$ cat src/hw/rtl/pl0_pkg.sv
// pl0_pkg: shared constants, opcode codes and controller/datapath interface types
// for the p-machine step unit; no dependencies
package pl0_pkg;

  localparam int STACK_DEPTH_DEF = 256;
  localparam int CODE_DEPTH_DEF  = 512;
  localparam int MAX_LEVELS_DEF  = 3;
  localparam int WORD_BITS_DEF   = 32;

  localparam int OP_BITS    = 4;
  localparam int LEV_BITS   = 2;
  localparam int M_BITS     = 32;
  localparam int FAULT_BITS = 2;

  // instruction codes
  localparam logic [3:0] OP_LIT = 4'd1;
  localparam logic [3:0] OP_OPR = 4'd2;
  localparam logic [3:0] OP_LOD = 4'd3;
  localparam logic [3:0] OP_STO = 4'd4;
  localparam logic [3:0] OP_CAL = 4'd5;
  localparam logic [3:0] OP_INC = 4'd6;
  localparam logic [3:0] OP_JMP = 4'd7;
  localparam logic [3:0] OP_JPC = 4'd8;
  localparam logic [3:0] OP_PRT = 4'd9;
  localparam logic [3:0] OP_RED = 4'd10;
  localparam logic [3:0] OP_HLT = 4'd11;

  // operation numbers for OPR
  localparam logic [3:0] OPR_RET = 4'd0;
  localparam logic [3:0] OPR_NEG = 4'd1;
  localparam logic [3:0] OPR_ADD = 4'd2;
  localparam logic [3:0] OPR_SUB = 4'd3;
  localparam logic [3:0] OPR_MUL = 4'd4;
  localparam logic [3:0] OPR_DIV = 4'd5;
  localparam logic [3:0] OPR_ODD = 4'd6;
  localparam logic [3:0] OPR_MOD = 4'd7;
  localparam logic [3:0] OPR_EQL = 4'd8;
  localparam logic [3:0] OPR_NEQ = 4'd9;
  localparam logic [3:0] OPR_LSS = 4'd10;
  localparam logic [3:0] OPR_LEQ = 4'd11;
  localparam logic [3:0] OPR_GTR = 4'd12;
  localparam logic [3:0] OPR_GEQ = 4'd13;

  // fault codes
  localparam logic [1:0] FLT_NONE  = 2'd0;
  localparam logic [1:0] FLT_DIV0  = 2'd1;
  localparam logic [1:0] FLT_RANGE = 2'd2;
  localparam logic [1:0] FLT_BADOP = 2'd3;

  // datapath commands
  typedef enum logic [3:0] {
    CMD_NONE   = 4'd0,
    CMD_CLEAR  = 4'd1,  // write zero at clear address, advance
    CMD_LOAD   = 4'd2,  // capture item, start decode
    CMD_RDA    = 4'd3,  // capture operand b from read data
    CMD_LINK   = 4'd4,  // take static link from read data
    CMD_OPS    = 4'd5,  // capture operand read data
    CMD_DIVGO  = 4'd6,  // start divider
    CMD_EXEC   = 4'd7,  // evaluate and commit
    CMD_WR     = 4'd8,  // extra write (call frame)
    CMD_TOPRD  = 4'd9,  // read top of stack
    CMD_DONE   = 4'd10  // present result
  } cmd_e_t;

  typedef struct packed {
    cmd_e_t     cmd;
    logic [1:0] sel;   // read slot select
  } dp_cmd_t;

  typedef struct packed {
    logic clear_last;
    logic links_left;
    logic div_busy;
    logic need_div;
    logic frame_wr;   // call writes pending
    logic halted;
  } dp_stat_t;

endpackage

$ cat src/hw/rtl/pl0_control.sv
// pl0_control: sequencer for clearing, link walk, operand reads, divide, commit,
// call frame writes and top-of-stack read; depends on pl0_pkg
module pl0_control (
  input  logic                clk,
  input  logic                rst,
  input  logic                start,
  input  logic [3:0]          opcode,
  output logic                busy,
  output logic                done,
  output pl0_pkg::dp_cmd_t    ctl,
  input  pl0_pkg::dp_stat_t   stat
);
  import pl0_pkg::*;

  typedef enum logic [10:0] {
    S_CLEAR = 11'b00000000001,
    S_IDLE  = 11'b00000000010,
    S_LINKR = 11'b00000000100,
    S_LINK  = 11'b00000001000,
    S_RDB   = 11'b00000010000,
    S_RDA   = 11'b00000100000,
    S_CAPA  = 11'b00001000000,
    S_DIV   = 11'b00010000000,
    S_EXEC  = 11'b00100000000,
    S_WR    = 11'b01000000000,
    S_TOP   = 11'b10000000000
  } state_t;

  state_t state, state_next;
  logic [1:0] step, step_next;
  logic [3:0] op;
  logic       done_next;

  always_ff @(posedge clk) begin
    if (rst) begin
      state <= S_CLEAR; step <= '0; done <= 1'b0;
    end else begin
      state <= state_next; step <= step_next; done <= done_next;
    end
    if (start && !busy) op <= opcode;
  end

  // sequencing: rd b = top, rd a = second or frame/address word
  always_comb begin
    state_next = state; step_next = step; ctl.cmd = CMD_NONE; ctl.sel = 2'd0;
    done_next = 1'b0;
    case (state)
      S_CLEAR: begin
        ctl.cmd = CMD_CLEAR;
        if (stat.clear_last) state_next = S_IDLE;
      end
      S_IDLE: begin
        if (start) begin
          ctl.cmd = CMD_LOAD;
          state_next = stat.halted ? S_TOP : S_LINKR;
        end
      end
      S_LINKR: begin
        ctl.sel = 2'd2;
        state_next = stat.links_left ? S_LINK : S_RDB;
      end
      S_LINK: begin
        ctl.cmd = CMD_LINK; state_next = S_LINKR;
      end
      S_RDB: begin
        // top of stack, or return address for RET
        ctl.sel = 2'd0; state_next = S_RDA;
      end
      S_RDA: begin
        // capture b, issue the read of a
        ctl.cmd = CMD_RDA; ctl.sel = 2'd1; state_next = S_CAPA;
      end
      S_CAPA: begin
        ctl.cmd = CMD_OPS;
        state_next = stat.need_div ? S_DIV : S_EXEC;
      end
      S_DIV: begin
        if (step == 2'd0) begin
          ctl.cmd = CMD_DIVGO; step_next = 2'd1;
        end else if (!stat.div_busy) begin
          step_next = '0; state_next = S_EXEC;
        end
      end
      S_EXEC: begin
        ctl.cmd = CMD_EXEC; state_next = (op == OP_CAL) ? S_WR : S_TOP;
      end
      S_WR: begin
        if (stat.frame_wr) ctl.cmd = CMD_WR;
        step_next = step + 1'b1;
        if (step == 2'd3) begin step_next = '0; state_next = S_TOP; end
      end
      S_TOP: begin
        ctl.cmd = CMD_TOPRD;
        if (step == 2'd0) step_next = 2'd1;
        else begin step_next = '0; state_next = S_IDLE; done_next = 1'b1; end
      end
      default: state_next = S_IDLE;
    endcase
  end

  assign busy = (state != S_IDLE);

  a_onehot: assert property (@(posedge clk) disable iff (rst) $onehot(state))
    else $error("state not one-hot");
  a_done_idle: assert property (@(posedge clk) disable iff (rst) done |-> !busy)
    else $error("result strobe while busy");
  a_start_leaves: assert property (@(posedge clk) disable iff (rst)
    (start && !busy) |=> busy)
    else $error("item accepted without leaving idle");
endmodule

$ cat config.mk
export PLATFORM = sky130hd
export DESIGN_NAME = pl0_control
export DESIGN_NICKNAME = d
export VERILOG_FILES = /design/src/hw/rtl/pl0_pkg.sv /design/src/hw/rtl/pl0_control.sv
export SDC_FILE = /design/constraint.sdc
export NUM_CORES = 1
export LEC_CHECK = 0
export BUFFER_PORTS_ARGS = -buffer_cell sky130_fd_sc_hd__buf_2
export CELL_PAD_IN_SITES_DETAIL_PLACEMENT = 2
export CELL_PAD_IN_SITES_GLOBAL_PLACEMENT = 2
export CORE_MARGIN = 4
export CORE_UTILIZATION = 30
export CTS_CLUSTER_SIZE = 8
export DETAILED_ROUTE_END_ITERATION = 7
export PLACE_DENSITY_LB_ADDON = 0.1
export SYNTH_ARGS = -nofsm -noshare
export SYNTH_HDL_FRONTEND = slang
export SYNTH_SLANG_ARGS = --single-unit
$ cat constraint.sdc
create_clock -name clk -period 2.66 [get_ports clk]
set_input_delay 0.399 -clock clk [delete_from_list [all_inputs] [get_ports clk]]
set_output_delay 0.399 -clock clk [all_outputs]
set_load 0.01 [all_outputs]
== Yosys cells after proc, flatten, opt, wreduce, memory -nomap -nowiden ==
Cells that the tools add are included.
Word-level totals
  output and inout bits: 8
  input port bits: 13
  word-level logic and storage cells: 56
  bits in registers: 18
Cells by class
  add/sub/neg operators: 1
  reductions and logical operators: 7
  muxes and demuxes: 22
  equal/unequal tests: 21
  bitwise operators: 1
Operators with widths (count)
  one-hot mux 11 bit (11 select lines): 1
  two-way mux 11 bit: 8
  one-hot mux 4 bit (9 select lines): 1
  inequality test 2 bit (second input constant): 6
  == test 11 x 1 -> 1 bit (second input constant): 1
  == test 11 x 10 -> 1 bit (second input constant): 1
  == test 11 bit (second input constant): 1
  == test 11 x 2 -> 1 bit (second input constant): 1
  == test 11 x 3 -> 1 bit (second input constant): 1
  == test 11 x 4 -> 1 bit (second input constant): 1
  == test 11 x 5 -> 1 bit (second input constant): 1
  == test 11 x 6 -> 1 bit (second input constant): 1
  == test 11 x 7 -> 1 bit (second input constant): 1
  == test 11 x 8 -> 1 bit (second input constant): 1
  == test 11 x 9 -> 1 bit (second input constant): 1
  inequality test 11 x 2 -> 1 bit (second input constant): 1
  two-way mux 9 bit: 1
  two-way mux 2 bit: 4
  one-hot mux 2 bit (3 select lines): 1
  AND reduction 6 bit: 1
  two-way mux 5 bit: 1
  == test 4 x 3 -> 1 bit (second input constant): 1
  two-way mux 4 bit: 1
  one-hot mux 2 bit (2 select lines): 1
  other kinds (12): 13

== Logic depth before layout (Yosys ltp) ==
  word-level depth: 3
  gate-level depth with buffers: 7

== Worst setup path after synthesis ==
OpenSTA, ideal clock, no wires.
  path type: flip-flop to output port
  from: register state[6]
  to: output port ctl[3] in the netlist's numbering
  cell stages (with the launch flop): 7
  path buffers: 1
  setup slack: 0.641 ns
  arrival: 1.620 ns
  cell sequence: dfxtp_1 -> buf_6 -> or4_4 -> nor3_2 -> and4b_1 -> nand2_1 -> nand3_1
RTL lines
  from (decl): line pl0_control.sv:29  | state_t state, state_next;
  from (signal assigned): line pl0_control.sv:38  | state <= state_next; step <= step_next; done <= done_next;
  to (decl): line pl0_control.sv:10  | output pl0_pkg::dp_cmd_t ctl,

==> flow_summary.ini <==
[outcome]
run_status = finished clean

[worst_setup_path]
setup.worst_path.end_class = output pin
critPathRequiredTime_ps = 2260
critPathKind = flop to output pin
endpoint_arrival_time_on_the_critical_path_ps = 2140
timing.reg2reg.worst_path_depth = 5
timing.critical_path.slowest_stage_cell = or4_1
worst-path-max-fanout = 9
biggest_cell_delay_along_the_critical_path_ps = 630
crit_chain = or4_1, or4_1, o2111ai_1, buf_2
critical_path.most_common_cell = or4_1
startpoint_type = flop

[logic_synthesis]
synth_edf_count = 4
syn-mean-instance-area_sq_um = 8.67
synthSimpleGateAreaFrac_pct = 37.6
synth_top_family_by_area = simple AND/OR/NAND/NOR gates
synth_warn = 0
yosys.area_share.xor_xnor_pct = 1.49
postSynthNetCount = 151
synth_area_in_compound_gates_pct = 17.1
syn_area_sq_um = 1180
number_of_instances_in_the_synthesized_netlist = 136
synth_async_sr_flop_share_pct = 0
synth_flop_cell = dfxtp_1
synth_cell_types = 53
synthMuxAreaShare_pct = 2.55
adder_and_majority_gate_portion_of_the_synthesized_area_pct = 2.12
yosys_register_bits = 18
synth.yosys.seq_area_share_pct = 34.0

[cells_and_area]
final_layout_size_suffix_gt1_share_pct = 25.5
antenna_cells = 0
layout.cells.most_common_list = buf_2, nor2_1, dfxtp_1, inv_1
fin_nets = 173
layout.cells.most_common = buf_2
areaGrowthSynthToFinish_pct = 17.4

[die]
chipHeight_microns = 70.7
die_area_sq_um = 5000
io-pin-count = 21
core_sq_um = 3720
num_rows = 22
initial_utilization_pct = 31.7
die_width_microns = 70.7

[routing]
dr_total_vias = 1163
wl_per_cell_microns = 19.3
wirelength_mm = 3.96
detail_route.vias_per_cell = 5.67
route.antenna.remaining_nets = 0
drc_markers = 0
detailedRoute.firstPassIterationCount = 4
drt_first_iter_violations = 63

[sta]
fin_setup_tns_ps = 0
fmaxAchievable_mhz = 394
slew_violations = 0
finalSetupViolCount = 0
grt_setup_unrepaired = no
final.hold.worst_slack_ps = 313
finalCritPeriodShare_pct = 95.5
timing_hold_violations_final = 0
worst-slew-pin-transition_ps = 638
clock_skew_ps = 11.3
finalCriticalPeriod_ps = 2540
worst_slew_margin_rel_pct = 56.4

[global_route]
wire_length_of_the_first_global_routing_pass_mm = 6.72
antenna_found_initial = 0
globalRoute.totalOverflow = 0
grt_use_total_pct = 16.8
number_of_global_route_vias_before_repair = 1277
grt_max_degree = 14

[clock_network]
htree_num_levels = 1
total_clock_sinks = 18
tritoncts = yes
cts_root_buf = clkbuf_8
clkTransAtPathRegs_ps = 80
cts_buffer_depth = 2
holdBufCountCts = 0
cts_buffers = 3
worst_skew_pair.late_latency_ps = 260

[worst_hold_path]
hp-class = primary input to flop
worst_hold_path.num_cells = 1

[pwr]
clock_power_share_pct = 33.1
swShare_pct = 28.1
pwr-share-comb_pct = 18.2
power_leakage_nw = 0.546
seq_pwr_share_pct = 48.7
cell_pwr_density_nw_per_um2 = 442
ir_worst_vdd_mv = 0.262
power.internal_uw = 439
p_sw_uw = 172

[placement]
gp_congestion = 0.804
place_hpwl_mm = 3.11
buffer_ports.inserted = 20

[job]
drv.max_cap_violation_count = 0
==> metrics by stage <==
step / area, sq um / std cells / utilization, % / total power [mW] / setup WS, ps
after floorplan: 1180 / 136 / - / 0.367 / 641
after global placement: 1330 / 201 / 35.8 / 0.409 / 405
after detailed placement: 1330 / 201 / 35.8 / 0.413 / 311
after CTS: 1380 / 205 / 37.0 / 0.618 / 75.9
after global routing: 1380 / 205 / 37.2 / 0.640 / 23.3
final: 1380 / 205 / 37.2 / 0.611 / 121
==> worst max-delay path: cells and delay by family, from the launching register on <==
| kind | cells | cell delay (ps) |
|---|---|---|
| flip-flops | 1 | 420 |
| AND/OR/NAND/NOR | 2 | 1150 |
| AO/OA/AOI/OAI | 1 | 150 |
| buffers and inverters | 1 | 170 |
==> registers in the layout, indices dropped and copies added (netlist names) <==
register / flops
done: 1
state: 11
op: 4
step: 2
==> power groups by stage <==
stage / combinational [mW] / clock, mW / sequential, mW
global placement: 0.106 / 0 / 0.303
CTS: 0.111 / 0.210 / 0.297
global route: 0.121 / 0.221 / 0.299
finish: 0.111 / 0.202 / 0.298
detailed placement: 0.110 / 0 / 0.304
floorplan: 0.0713 / 0 / 0.296
==> final cells by class <==
type / count / area [sq um]
fill: 429 / 2330
multi-input combinational: 104 / 724
sequential: 18 / 402
timing repair buffer: 23 / 123
tap: 48 / 60.1
clock buffer: 4 / 45.0
inverter: 8 / 30.0
==> worst paths after layout <==
kind | from | to | slack, ps
worst max-delay path | state[10]$_SDFFE_PP0P_ | ctl[2] | 120
worst min-delay path | opcode[1] | op[1]$_DFFE_PP_ | 310
worst max register to register | state[0]$_SDFFE_PP1P_ | state[1]$_SDFFE_PP0P_ | 220
worst min register to register | step[0]$_SDFFE_PP0P_ | step[0]$_SDFFE_PP0P_ | 580
==> cell families (layout without fill, tap and decap cells) <==
family                     count (synthesis)  count (layout)
and+or+nand+nor                           70              70
AOI/OAI and AO/OA                         27              27
DFF                                       18              18
buffers and inverters                     14              35
muxes                                      3               3
adders and majority gates                  2               2
xor gates and xnor gates                   2               2
==> routing by layer <==
layer	global-route usage, %	vias to the layer above	part of all wire [%]
met3	3.13	2	3.1
met5	0	-	0
met2	27.5	24	47
met4	2.51	0	0.48
met1	23.5	583	49
li1	-	554	-
==> cell usage after synthesis, drive strengths merged (3+ instances only) <==
cell | instances | share of area [%]
nand2 | 5 | 1.6
nor2 | 17 | 6.1
a21oi | 5 | 2.1
edfxtp | 4 | 10
clkbuf | 4 | 1.3
o21ai | 4 | 1.7
or3 | 3 | 2.0
or4 | 6 | 4.5
nand3 | 4 | 1.7
nand2b | 5 | 2.7
nand4b | 4 | 3.0
o2111ai | 3 | 2.2
inv | 8 | 2.5
dfxtp | 14 | 24
mux2i | 3 | 2.5
o211ai | 3 | 1.9
nor3 | 6 | 3.4
==> what timing repair did <==
action,CTS,global route
endpoints found under the setup margin,0,3
setup buffers,0,0
gates resized for setup,0,3
Note: power is estimated with default switching activity, not from simulation.
